File: src/rtl/tst_pkg.sv
// Shared types, codes and sizes for the topic subscription table.
// Used by every module of the block; depends on nothing.
`timescale 1ns / 1ps
`default_nettype none

package tst_pkg;

    // Default table geometry and the largest supported table
    localparam int TOPICS_DEF = 10;
    localparam int SLOTS_DEF  = 5;
    localparam int TOPICS_MAX = 64;
    localparam int USED_W     = $clog2(TOPICS_MAX + 1);

    // Field widths
    localparam int KEY_W     = 64;
    localparam int CLIENT_W  = 10;
    localparam int CMD_W     = 2;
    localparam int KIND_W    = 3;
    localparam int IN_DATA_W = 144;
    localparam int OUT_DATA_W = 16;
    localparam int QDEPTH    = 2;

    // Command codes
    localparam logic [CMD_W-1:0] CMD_SUB   = 2'd0;
    localparam logic [CMD_W-1:0] CMD_UNSUB = 2'd1;
    localparam logic [CMD_W-1:0] CMD_PUB   = 2'd2;
    localparam logic [CMD_W-1:0] CMD_NOP   = 2'd3;

    // Result kinds
    localparam logic [KIND_W-1:0] K_SUBACK      = 3'd0;
    localparam logic [KIND_W-1:0] K_UNSUBACK    = 3'd1;
    localparam logic [KIND_W-1:0] K_DELIVER     = 3'd2;
    localparam logic [KIND_W-1:0] K_SLOTS_FULL  = 3'd3;
    localparam logic [KIND_W-1:0] K_TOPICS_FULL = 3'd4;
    localparam logic [KIND_W-1:0] K_NOT_FOUND   = 3'd5;

    // One classified request
    typedef struct packed {
        logic [CMD_W-1:0]    cmd;
        logic [KEY_W-1:0]    hi;
        logic [KEY_W-1:0]    lo;
        logic [CLIENT_W-1:0] client;
    } t_req;

endpackage

`default_nettype wire

File: src/rtl/tst_front.sv
// Front end: accepts stream items, drops no-op commands, holds one request.
// Depends on tst_pkg.
`timescale 1ns / 1ps
`default_nettype none

module tst_front (
    input  wire                              i_clk,
    input  wire                              i_rst_n,
    input  wire                              i_s_tvalid,
    output logic                             o_s_tready,
    input  wire  [tst_pkg::IN_DATA_W-1:0]    i_s_tdata,
    input  wire  [tst_pkg::CMD_W-1:0]        i_s_tuser,
    output logic                             o_req_valid,
    input  wire                              i_req_ready,
    output tst_pkg::t_req                    o_req
);

    logic          r_vld;
    tst_pkg::t_req r_req;
    logic          w_take;

    // Take a new item whenever the holding register is empty or draining
    assign o_s_tready = !r_vld || i_req_ready;
    assign w_take     = i_s_tvalid && o_s_tready;

    // Hold valid only for commands other than no-op; drop no-ops on acceptance
    always_ff @(posedge i_clk) begin
        if (!i_rst_n) begin
            r_vld <= 1'b0;
        end else if (o_s_tready) begin
            r_vld <= i_s_tvalid && (i_s_tuser != tst_pkg::CMD_NOP);
        end
    end

    // Unpack payload: key high, key low, client from the lowest bit up
    always_ff @(posedge i_clk) begin
        if (w_take) begin
            r_req.cmd    <= i_s_tuser;
            r_req.hi     <= i_s_tdata[tst_pkg::KEY_W-1:0];
            r_req.lo     <= i_s_tdata[2*tst_pkg::KEY_W-1:tst_pkg::KEY_W];
            r_req.client <= i_s_tdata[2*tst_pkg::KEY_W+tst_pkg::CLIENT_W-1:2*tst_pkg::KEY_W];
        end
    end

    assign o_req_valid = r_vld;
    assign o_req       = r_req;

endmodule

`default_nettype wire

File: src/rtl/tst_queue.sv
// Short request queue between the front end and the table engine.
// Depends on tst_pkg.
`timescale 1ns / 1ps
`default_nettype none

module tst_queue (
    input  wire            i_clk,
    input  wire            i_rst_n,
    input  wire            i_wr_valid,
    output logic           o_wr_ready,
    input  tst_pkg::t_req  i_wr_data,
    output logic           o_rd_valid,
    input  wire            i_rd_ready,
    output tst_pkg::t_req  o_rd_data
);

    localparam int QAW = $clog2(tst_pkg::QDEPTH);
    localparam int QCW = $clog2(tst_pkg::QDEPTH + 1);

    tst_pkg::t_req  r_mem [tst_pkg::QDEPTH];
    logic [QAW-1:0] r_wp;
    logic [QAW-1:0] r_rp;
    logic [QCW-1:0] r_cnt;
    logic           w_push;
    logic           w_pop;

    assign o_wr_ready = (r_cnt != QCW'(tst_pkg::QDEPTH));
    assign o_rd_valid = (r_cnt != '0);
    assign w_push     = i_wr_valid && o_wr_ready;
    assign w_pop      = o_rd_valid && i_rd_ready;
    assign o_rd_data  = r_mem[r_rp];

    // Advance pointers and occupancy
    always_ff @(posedge i_clk) begin
        if (!i_rst_n) begin
            r_wp  <= '0;
            r_rp  <= '0;
            r_cnt <= '0;
        end else begin
            if (w_push) begin
                r_wp <= (r_wp == QAW'(tst_pkg::QDEPTH - 1)) ? '0 : r_wp + 1'b1;
            end
            if (w_pop) begin
                r_rp <= (r_rp == QAW'(tst_pkg::QDEPTH - 1)) ? '0 : r_rp + 1'b1;
            end
            if (w_push && !w_pop) begin
                r_cnt <= r_cnt + 1'b1;
            end else if (w_pop && !w_push) begin
                r_cnt <= r_cnt - 1'b1;
            end
        end
    end

    // Store entries
    always_ff @(posedge i_clk) begin
        if (w_push) begin
            r_mem[r_wp] <= i_wr_data;
        end
    end

endmodule

`default_nettype wire

File: src/rtl/tst_back.sv
// Table engine: topic key scan, slot scans, table updates and result output.
// Holds the key, topic row and slot client memories. Depends on tst_pkg.
`timescale 1ns / 1ps
`default_nettype none

module tst_back #(
    parameter int TOPICS = tst_pkg::TOPICS_DEF,
    parameter int SLOTS  = tst_pkg::SLOTS_DEF
) (
    input  wire                              i_clk,
    input  wire                              i_rst_n,
    input  wire                              i_req_valid,
    output logic                             o_req_ready,
    input  tst_pkg::t_req                    i_req,
    output logic                             o_m_valid,
    input  wire                              i_m_ready,
    output logic [tst_pkg::KIND_W-1:0]       o_m_kind,
    output logic [tst_pkg::CLIENT_W-1:0]     o_m_dest,
    output logic                             o_m_last,
    output logic [tst_pkg::USED_W-1:0]       o_used_cnt
);

    localparam int TIW   = $clog2(TOPICS);
    localparam int TCW   = $clog2(TOPICS + 1);
    localparam int SCW   = $clog2(SLOTS + 1);
    localparam int SIW   = (SLOTS > 1) ? $clog2(SLOTS) : 1;
    localparam int NCELL = TOPICS * SLOTS;
    localparam int AW    = $clog2(NCELL);
    localparam int BW    = $clog2(NCELL + 1);
    localparam int RW    = SCW + SLOTS;
    localparam int KW    = 2 * tst_pkg::KEY_W;
    localparam int CW    = tst_pkg::CLIENT_W;

    // Engine states
    localparam logic [3:0] S_IDLE  = 4'd0;
    localparam logic [3:0] S_KRD   = 4'd1;
    localparam logic [3:0] S_KCMP  = 4'd2;
    localparam logic [3:0] S_HIT   = 4'd3;
    localparam logic [3:0] S_MISS  = 4'd4;
    localparam logic [3:0] S_SRD   = 4'd5;
    localparam logic [3:0] S_SCMP  = 4'd6;
    localparam logic [3:0] S_DRD   = 4'd7;
    localparam logic [3:0] S_DEMIT = 4'd8;

    // Memories: key per topic, {next slot, valid mask} per topic, client per slot
    logic [KW-1:0] m_key [TOPICS];
    logic [RW-1:0] m_row [TOPICS];
    logic [CW-1:0] m_cli [NCELL];

    logic [KW-1:0] r_key_q;
    logic [RW-1:0] r_row_q;
    logic [CW-1:0] r_cli_q;

    logic [3:0]    r_state, n_state;
    tst_pkg::t_req r_req;
    logic [TCW-1:0] r_t, n_t;
    logic [BW-1:0]  r_base, n_base;
    logic [TCW-1:0] r_used, n_used;
    logic [SCW-1:0] r_s, n_s;
    logic [SLOTS-1:0] r_mask, n_mask;
    logic [SCW-1:0] r_next, n_next;

    logic                       r_out_vld;
    logic [tst_pkg::KIND_W-1:0] r_out_kind;
    logic [CW-1:0]              r_out_dest;
    logic                       r_out_last;

    logic                       w_out_free;
    logic                       w_emit;
    logic [tst_pkg::KIND_W-1:0] w_e_kind;
    logic [CW-1:0]              w_e_dest;
    logic                       w_e_last;

    logic          w_key_re, w_row_re, w_cli_re;
    logic          w_key_we, w_row_we, w_cli_we;
    logic [RW-1:0] w_row_wdata;
    logic [SCW-1:0] w_cli_woff;
    logic [BW-1:0] w_rd_sum;
    logic [BW-1:0] w_wr_sum;
    logic [SLOTS-1:0] w_bit_next;
    logic [SLOTS-1:0] w_bit_s;
    logic [SLOTS-1:0] w_above;
    logic          w_final;
    logic          w_take;

    assign o_req_ready = (r_state == S_IDLE);
    assign w_take      = i_req_valid && o_req_ready;
    assign w_out_free  = !r_out_vld || i_m_ready;

    assign w_rd_sum   = r_base + BW'(r_s);
    assign w_wr_sum   = r_base + BW'(w_cli_woff);
    assign w_bit_next = SLOTS'(1) << r_next;
    assign w_bit_s    = SLOTS'(1) << r_s;
    assign w_above    = r_mask >> r_s;
    assign w_final    = ((w_above >> 1) == '0);

    // Sequence one request through scan, update and result
    always_comb begin
        n_state     = r_state;
        n_t         = r_t;
        n_base      = r_base;
        n_used      = r_used;
        n_s         = r_s;
        n_mask      = r_mask;
        n_next      = r_next;
        w_key_re    = 1'b0;
        w_row_re    = 1'b0;
        w_cli_re    = 1'b0;
        w_key_we    = 1'b0;
        w_row_we    = 1'b0;
        w_cli_we    = 1'b0;
        w_row_wdata = '0;
        w_cli_woff  = '0;
        w_emit      = 1'b0;
        w_e_kind    = tst_pkg::K_NOT_FOUND;
        w_e_dest    = r_req.client;
        w_e_last    = 1'b1;
        case (r_state)
            S_IDLE: begin
                if (w_take) begin
                    n_t     = '0;
                    n_base  = '0;
                    n_state = S_KRD;
                end
            end
            // Read the next allocated topic, or stop at the fill count
            S_KRD: begin
                if (r_t == r_used) begin
                    n_state = S_MISS;
                end else begin
                    w_key_re = 1'b1;
                    w_row_re = 1'b1;
                    n_state  = S_KCMP;
                end
            end
            S_KCMP: begin
                if (r_key_q == {r_req.hi, r_req.lo}) begin
                    n_next  = r_row_q[RW-1:SLOTS];
                    n_mask  = r_row_q[SLOTS-1:0];
                    n_state = S_HIT;
                end else begin
                    n_t     = r_t + 1'b1;
                    n_base  = r_base + BW'(SLOTS);
                    n_state = S_KRD;
                end
            end
            // Topic found
            S_HIT: begin
                if (r_req.cmd == tst_pkg::CMD_SUB) begin
                    if (w_out_free) begin
                        w_emit  = 1'b1;
                        n_state = S_IDLE;
                        if (r_next >= SCW'(SLOTS)) begin
                            w_e_kind = tst_pkg::K_SLOTS_FULL;
                        end else begin
                            w_e_kind    = tst_pkg::K_SUBACK;
                            w_cli_we    = 1'b1;
                            w_cli_woff  = r_next;
                            w_row_we    = 1'b1;
                            w_row_wdata = {r_next + 1'b1, r_mask | w_bit_next};
                        end
                    end
                end else begin
                    n_s     = '0;
                    n_state = S_SRD;
                end
            end
            // No topic with this key
            S_MISS: begin
                if (w_out_free) begin
                    w_emit  = 1'b1;
                    n_state = S_IDLE;
                    if (r_req.cmd == tst_pkg::CMD_SUB) begin
                        if (r_used == TCW'(TOPICS)) begin
                            w_e_kind = tst_pkg::K_TOPICS_FULL;
                        end else begin
                            w_e_kind    = tst_pkg::K_SUBACK;
                            w_key_we    = 1'b1;
                            w_row_we    = 1'b1;
                            w_row_wdata = {SCW'(1), SLOTS'(1)};
                            w_cli_we    = 1'b1;
                            n_used      = r_used + 1'b1;
                        end
                    end
                end
            end
            // Look for the requester among the valid slots
            S_SRD: begin
                if (r_s == SCW'(SLOTS)) begin
                    if (w_out_free) begin
                        w_emit  = 1'b1;
                        n_state = S_IDLE;
                    end
                end else if (!r_mask[r_s[SIW-1:0]]) begin
                    n_s = r_s + 1'b1;
                end else begin
                    w_cli_re = 1'b1;
                    n_state  = S_SCMP;
                end
            end
            S_SCMP: begin
                if (r_cli_q == r_req.client) begin
                    if (r_req.cmd == tst_pkg::CMD_UNSUB) begin
                        if (w_out_free) begin
                            w_emit      = 1'b1;
                            w_e_kind    = tst_pkg::K_UNSUBACK;
                            w_row_we    = 1'b1;
                            w_row_wdata = {r_next, r_mask & ~w_bit_s};
                            n_state     = S_IDLE;
                        end
                    end else begin
                        n_s     = '0;
                        n_state = S_DRD;
                    end
                end else begin
                    n_s     = r_s + 1'b1;
                    n_state = S_SRD;
                end
            end
            // Walk the valid slots and deliver to each
            S_DRD: begin
                if (r_s == SCW'(SLOTS)) begin
                    n_state = S_IDLE;
                end else if (!r_mask[r_s[SIW-1:0]]) begin
                    n_s = r_s + 1'b1;
                end else begin
                    w_cli_re = 1'b1;
                    n_state  = S_DEMIT;
                end
            end
            S_DEMIT: begin
                if (w_out_free) begin
                    w_emit   = 1'b1;
                    w_e_kind = tst_pkg::K_DELIVER;
                    w_e_dest = r_cli_q;
                    w_e_last = w_final;
                    n_s      = r_s + 1'b1;
                    n_state  = w_final ? S_IDLE : S_DRD;
                end
            end
            default: begin
                n_state = S_IDLE;
            end
        endcase
    end

    // Control registers
    always_ff @(posedge i_clk) begin
        if (!i_rst_n) begin
            r_state   <= S_IDLE;
            r_used    <= '0;
            r_out_vld <= 1'b0;
        end else begin
            r_state <= n_state;
            r_used  <= n_used;
            if (w_emit) begin
                r_out_vld <= 1'b1;
            end else if (i_m_ready) begin
                r_out_vld <= 1'b0;
            end
        end
    end

    // Working registers and result payload
    always_ff @(posedge i_clk) begin
        if (w_take) begin
            r_req <= i_req;
        end
        r_t    <= n_t;
        r_base <= n_base;
        r_s    <= n_s;
        r_mask <= n_mask;
        r_next <= n_next;
        if (w_emit) begin
            r_out_kind <= w_e_kind;
            r_out_dest <= w_e_dest;
            r_out_last <= w_e_last;
        end
    end

    // Key and row memories, one port each, registered read
    always_ff @(posedge i_clk) begin
        if (w_key_we) begin
            m_key[r_t[TIW-1:0]] <= {r_req.hi, r_req.lo};
        end
        if (w_key_re) begin
            r_key_q <= m_key[r_t[TIW-1:0]];
        end
        if (w_row_we) begin
            m_row[r_t[TIW-1:0]] <= w_row_wdata;
        end
        if (w_row_re) begin
            r_row_q <= m_row[r_t[TIW-1:0]];
        end
    end

    // Slot client memory, registered read
    always_ff @(posedge i_clk) begin
        if (w_cli_we) begin
            m_cli[w_wr_sum[AW-1:0]] <= r_req.client;
        end
        if (w_cli_re) begin
            r_cli_q <= m_cli[w_rd_sum[AW-1:0]];
        end
    end

    assign o_m_valid  = r_out_vld;
    assign o_m_kind   = r_out_kind;
    assign o_m_dest   = r_out_dest;
    assign o_m_last   = r_out_last;
    assign o_used_cnt = tst_pkg::USED_W'(r_used);

endmodule

`default_nettype wire

File: src/rtl/topic_subscription_table_top.sv
// Top level of the topic subscription table: front end, queue, table engine.
// Depends on tst_pkg, tst_front, tst_queue and tst_back.
`timescale 1ns / 1ps
`default_nettype none

// Publish/subscribe routing table for up to TOPICS 128-bit topic keys with SLOTS
// subscriber slots each. Requests are checked in by a front register and a two-entry
// queue, so up to three requests can wait while the engine works or the output stalls.
// The engine handles one request at a time: the topic search reads the stored keys one
// by one from the key memory, comparing each, until it finds the topic or reaches the
// number of topics in use and decides that it is missing. Subscribe then writes the
// slot and topic row and answers. Unsubscribe uses the valid mask of the topic row to
// read and compare each valid slot through the client memory port, skipping each freed
// slot, and answers not found if no slot matches. Publish does the same sender check
// and then walks the slots again, one delivery per valid slot, skipping freed slots.
// A stalled output holds the engine wherever it has a result to give. Freed slots are not
// reused, and the table needs no clearing pass after reset.
module topic_subscription_table_top #(
    parameter int TOPICS = tst_pkg::TOPICS_DEF,
    parameter int SLOTS  = tst_pkg::SLOTS_DEF
) (
    input  wire                               i_clk,
    input  wire                               i_rst_n,
    input  wire                               i_s_tvalid,
    output logic                              o_s_tready,
    // topic_hi [63:0], topic_lo [127:64], client [137:128], zero pad above
    input  wire  [tst_pkg::IN_DATA_W-1:0]     i_s_tdata,
    // cmd [1:0]
    input  wire  [tst_pkg::CMD_W-1:0]         i_s_tuser,
    output logic                              o_m_tvalid,
    input  wire                               i_m_tready,
    // dest [9:0], zero pad above
    output logic [tst_pkg::OUT_DATA_W-1:0]    o_m_tdata,
    // kind [2:0]
    output logic [tst_pkg::KIND_W-1:0]        o_m_tuser,
    output logic                              o_m_tlast
);

    logic                        w_f_valid;
    logic                        w_f_ready;
    tst_pkg::t_req               w_f_req;
    logic                        w_q_valid;
    logic                        w_q_ready;
    tst_pkg::t_req               w_q_req;
    logic [tst_pkg::CLIENT_W-1:0] w_dest;
    logic [tst_pkg::USED_W-1:0]  w_used;

    tst_front u_front (
        .i_clk       (i_clk),
        .i_rst_n     (i_rst_n),
        .i_s_tvalid  (i_s_tvalid),
        .o_s_tready  (o_s_tready),
        .i_s_tdata   (i_s_tdata),
        .i_s_tuser   (i_s_tuser),
        .o_req_valid (w_f_valid),
        .i_req_ready (w_f_ready),
        .o_req       (w_f_req)
    );

    tst_queue u_queue (
        .i_clk      (i_clk),
        .i_rst_n    (i_rst_n),
        .i_wr_valid (w_f_valid),
        .o_wr_ready (w_f_ready),
        .i_wr_data  (w_f_req),
        .o_rd_valid (w_q_valid),
        .i_rd_ready (w_q_ready),
        .o_rd_data  (w_q_req)
    );

    tst_back #(
        .TOPICS (TOPICS),
        .SLOTS  (SLOTS)
    ) u_back (
        .i_clk       (i_clk),
        .i_rst_n     (i_rst_n),
        .i_req_valid (w_q_valid),
        .o_req_ready (w_q_ready),
        .i_req       (w_q_req),
        .o_m_valid   (o_m_tvalid),
        .i_m_ready   (i_m_tready),
        .o_m_kind    (o_m_tuser),
        .o_m_dest    (w_dest),
        .o_m_last    (o_m_tlast),
        .o_used_cnt  (w_used)
    );

    assign o_m_tdata = {(tst_pkg::OUT_DATA_W - tst_pkg::CLIENT_W)'(0), w_dest};

    // Every result other than a delivery closes its request
    a_single_last: assert property (@(posedge i_clk) disable iff (!i_rst_n)
        (o_m_tvalid && (o_m_tuser != tst_pkg::K_DELIVER)) |-> o_m_tlast)
        else $error("non-delivery result without last");

    // Topic count never passes the table size
    a_used_bound: assert property (@(posedge i_clk) disable iff (!i_rst_n)
        w_used <= tst_pkg::USED_W'(TOPICS))
        else $error("topic count beyond table size");

    // Topic count only grows, one topic at a time
    a_used_step: assert property (@(posedge i_clk) disable iff (!i_rst_n)
        (w_used == $past(w_used)) || (w_used == $past(w_used) + 1'b1))
        else $error("topic count changed by other than one");

    // Result kinds stay within the defined codes
    a_kind_code: assert property (@(posedge i_clk) disable iff (!i_rst_n)
        o_m_tvalid |-> (o_m_tuser <= tst_pkg::K_NOT_FOUND))
        else $error("undefined result kind");

endmodule

`default_nettype wire

File: config.mk
export PLATFORM = sky130hd
export DESIGN_NAME = topic_subscription_table_top
export DESIGN_NICKNAME = d
export VERILOG_FILES = /design/src/rtl/tst_pkg.sv /design/src/rtl/tst_front.sv /design/src/rtl/tst_queue.sv /design/src/rtl/tst_back.sv /design/src/rtl/topic_subscription_table_top.sv
export SDC_FILE = /design/constraint.sdc
export NUM_CORES = 2
export LEC_CHECK = 0
export BUFFER_PORTS_ARGS = -buffer_cell sky130_fd_sc_hd__buf_2
export CORE_MARGIN = 2
export CORE_UTILIZATION = 35
export CTS_CLUSTER_SIZE = 24
export DETAILED_ROUTE_END_ITERATION = 6
export PLACE_DENSITY = 0.62
export SLEW_MARGIN = 15
export SYNTH_ARGS = -nofsm -noshare
export SYNTH_HDL_FRONTEND = slang
export SYNTH_SLANG_ARGS = --single-unit
File: constraint.sdc
create_clock -name i_clk -period 7.5 [get_ports i_clk]
set_input_delay 0.75 -clock i_clk [delete_from_list [all_inputs] [get_ports i_clk]]
set_output_delay 0.75 -clock i_clk [all_outputs]
set_load 0.005 [all_outputs]
==> summary.md <==
| Metric | Value |
|---|---|
| Routed Antenna Nets | `0` |
| Final Skew | `between 0.08 and 0.09 ns` |
| PostCTS Resize Cnt | `0` |
| Hold Crit Class | `primary input to flip-flop` |
| CTS Buf Count | `274` |
| Post-DR wirelength/cell | `23.9 um` |
| Commonest non-fill, non-tap cell in the layout | `edfxtp_1` |
| Most used DFF post-synth | `edfxtp_1` |
| Root Driver | `clkbuf_16` |
| Yosys top cell area share | `79.4%` |
| Worst setup path class | `flip-flop to flip-flop` |
| Detailed Routing Iterations Pass 1 | `6` |
| Worst-Skew Late Latency | `0.85 ns` |
| Post-CTS Repair Setup Buffers | `0` |
| Die area | `between 0.2 and 0.3 mm^2` |
| Slowest library cell on the worst path | `nor2_1` |
| Yosys warning total | `0` |
| Synth cell types | `57` |
| Critical Path End Type | `flip-flop` |
| Pleak | `35.2 nW` |
| Reg-to-reg slack, setup | `approximately 2.5 ns` |
| Sequential cell area | `a little under 0.08 mm^2` |
| CTS sink count | `2615` |
| Worst slew pin tran | `1.20 ns` |
| Final Wtd Congestion | `0.799` |
| Maximum clock path buffer count | `4` |
| Outcome | `complete, no violations` |
| Area contributors post-synth | `edfxtp_1 79%, mux4_2 9.7%, mux2_2 1.7%, mux2i_1 1.5%, a211oi_1 1.0%` |
| WHS Path Cells | `1` |
| H-tree levels | `5` |
| Setup-failing EPs final | `0` |
| Slew Limit Fails | `0` |
| CP Data Arrival Time | `5.42 ns` |
| Layout fillers | `24600` |
| Multi-input gate area | `0.0192 mm^2` |
| CTS tree | `yes` |
| VDD IR max | `0.000373 V` |
| DRC | `0` |
| PwrDens | `374 mW/mm^2` |
| R2R depth | `10` |
| Post-Route WL | `210 mm` |
| Synth Cell Area | `0.0984 mm^2` |
| I/O pins | `172` |
| Clk slew on worst S/H paths | `0.06 ns` |
| Crit-path most repeated cell | `nor2_1` |
| DR vias | `44200` |
| Worst R2R Start | `u_back.r_state[1]` |
| Ratio of cells with drive above 1 in the final layout | `23.9%` |
| Initial core utilization | `35.2%` |
| Crit-path cells | `nand4bb_1, or3_1, nor3_1, ha_1, a21o_1, a21oi_1, nor2_1, xnor2_1, nand3_1, nor2_1` |
| Hold slack | `0.0812 ns` |
| Die Span X | `534 um` |
| Mean Syn Cell Area | `approximately 22 um^2` |
| Chip height | `534 um` |
| Net count reported at finish | `around 5000` |
| Crit-path max FO | `19` |
| Placed cells | `8288` |
| Synthesized flop and latch total | `around 2600` |
| R2r endpoint | `u_back.m_cli[23][5]` |
| IO buf count | `159` |
| Initial antenna violation count | `12` |
| Slew margin rel. | `19.3%` |
| Core area | `0.280 mm^2` |
| Vias in the first global route | `45700` |
| 1st-iter DRT viols | `4497` |
| Crit share post-route | `66.7%` |
| Final hold violation count | `0` |
| RSZ-0062 raised after global routing | `false` |
| CP startpoint kind | `flip-flop` |
| Critical Path RT | `7.92 ns` |
| Number of flops mapped to enable cells by yosys | `~2600` |
| Max Cap Viol | `0` |
| Hpwl dp | `115 mm` |
| Cell count after synthesis | `4551` |
| Total Power | `42.1 mW` |
| Ys async rst share | `0%` |
| # hold bufs at CTS | `0` |
| FP Rows | `194` |
| Largest net degree at the start of global routing | `164` |
| Overall Global Routing Usage | `14.5%` |
| Worst Hold Endpoint | `u_front.o_req[34]` |
| Remaining Overflow, GRT | `0` |
| Syn-to-layout area delta | `14.1%` |
| Placed Instance Area | `0.104 mm^2` |
| Yosys top cell by area | `edfxtp_1` |
| Minimum clock period | `5.00 ns` |
| Worst Min Path Start | `i_s_tdata[88]` |
| Peak Freq | `200 MHz` |
| First-pass GRT wire length | `311 mm` |
| Final instance area | `0.112 mm^2` |
| Most frequent cells in the layout | `2601 x edfxtp_1, 422 x mux4_2, 281 x clkbuf_16` |
| Sequential-to-total area share from yosys stat | `79.6%` |
| Final Non-Filler Cells | `8764` |
| Avg Vias per Cell | `5.05` |
| Critical Path Max Stage Delay | `0.84 ns` |
==> worst max path at each step <==
stage	startpoint	to	slack (ns)
final	u_back.r_state[1]	u_back.m_cli[23][5]	2.50
after global routing	u_back.r_state[1]	u_back.m_cli[19][4]	2.09
after CTS	u_back.r_state[1]	u_back.m_cli[18][7]	2.56
after detailed placement	i_m_tready	u_back.m_cli[6][5]	2.36
after global placement	i_m_tready	u_back.m_cli[20][0]	2.42
after floorplan	i_m_tready	u_back.m_key[8][0]	-0.17
==> critical path, delay by kind of cell, from the launching register on <==
family | cells | cell delay, ns
AOI/OAI and AO/OA | 2 | 0.52
xor gates and xnor gates | 1 | 0.48
adders and majority gates | 1 | 0.32
DFF | 1 | 0.73
and+or+nand+nor | 6 | 2.59
==> cells in the mapped netlist (all sizes together) (4+ instances only) <==
| library cell | count |
|---|---|
| a211oi | 137 |
| a21o | 6 |
| a21oi | 157 |
| a22oi | 4 |
| a311oi | 10 |
| a31oi | 4 |
| and2 | 19 |
| and3 | 7 |
| buf | 71 |
| clkbuf | 146 |
| dfxtp | 14 |
| edfxtp | 2601 |
| ha | 24 |
| inv | 23 |
| mux2 | 150 |
| mux2i | 147 |
| mux4 | 422 |
| nand2 | 36 |
| nand2b | 11 |
| nand3 | 15 |
| nand4 | 19 |
| nor2 | 95 |
| nor2b | 146 |
| nor3 | 21 |
| nor3b | 4 |
| nor4 | 26 |
| nor4b | 5 |
| o211ai | 4 |
| o21ai | 23 |
| o22ai | 15 |
| or3 | 6 |
| xnor2 | 54 |
| xor2 | 103 |
==> cell type report <==
type	count	share of cell area, %
diodes	2	0.00445
inverters	23	0.0835
multi-input cells	1701	17.1
well taps	3724	4.15
clock inverters	142	1.11
repair buffers	225	1.36
clock buffers	332	6.45
flip-flops and latches	2615	69.8
==> report_power, final <==
part | total [mW] | internal, mW | switching, mW
sequential | 19.9 | 18.7 | 1.22
clock | 13.0 | 7.48 | 5.47
combinational | 9.23 | 3.81 | 5.42
total | 42.1 | 30.0 | 12.1
==> per-stage QoR <==
step	setup slack, ns	util, %	TNS, ns
floorplan	-0.168	-	-43.08
global placement	2.42	37.1	0
detailed placement	2.36	37.1	0
CTS	2.56	40.2	0
global route	2.09	40.2	0
finish	2.50	40.2	0
==> state kept, by name, indices dropped and copies added (netlist names), 2 cells and up <==
signal,flops
u_back.m_cli,500
u_back.m_key,1280
u_back.m_row,80
u_back.o_m_dest,10
u_back.o_m_kind,3
u_back.r_base,6
u_back.r_cli_q,10
u_back.r_key_q,128
u_back.r_mask,5
u_back.r_next,3
u_back.r_req,140
u_back.r_row_q,8
u_back.r_s,3
u_back.r_state,4
u_back.r_t,4
u_back.r_used,4
u_front.o_req,140
u_queue.r_cnt,2
u_queue.r_mem,280
==> logic make-up after synthesis <==
family / after synthesis / synth area share [%]
flops: 2615 / 79.6
compound gates: 374 / 2.40
simple gates: 419 / 2.34
buf+inv: 240 / 1.02
other cells: 1 / 0.00381
mux: 719 / 12.9
fa+ha+maj: 26 / 0.346
xor+xnor: 157 / 1.40
==> layer usage <==
| metal | up-vias | track usage, % | part of all wire [%] | wire (um) |
|---|---|---|---|---|
| met5 | - | 0 | 0 | 0 |
| met4 | 0 | 3.96 | 2.4 | 5030 |
| met3 | 335 | 2.06 | 5.1 | 10800 |
| met2 | 1294 | 24.0 | 49 | 103000 |
| met1 | 23300 | 20.2 | 43 | 90900 |
| li1 | 19300 | - | - | - |
Note: power is estimated with default switching activity, not from simulation.
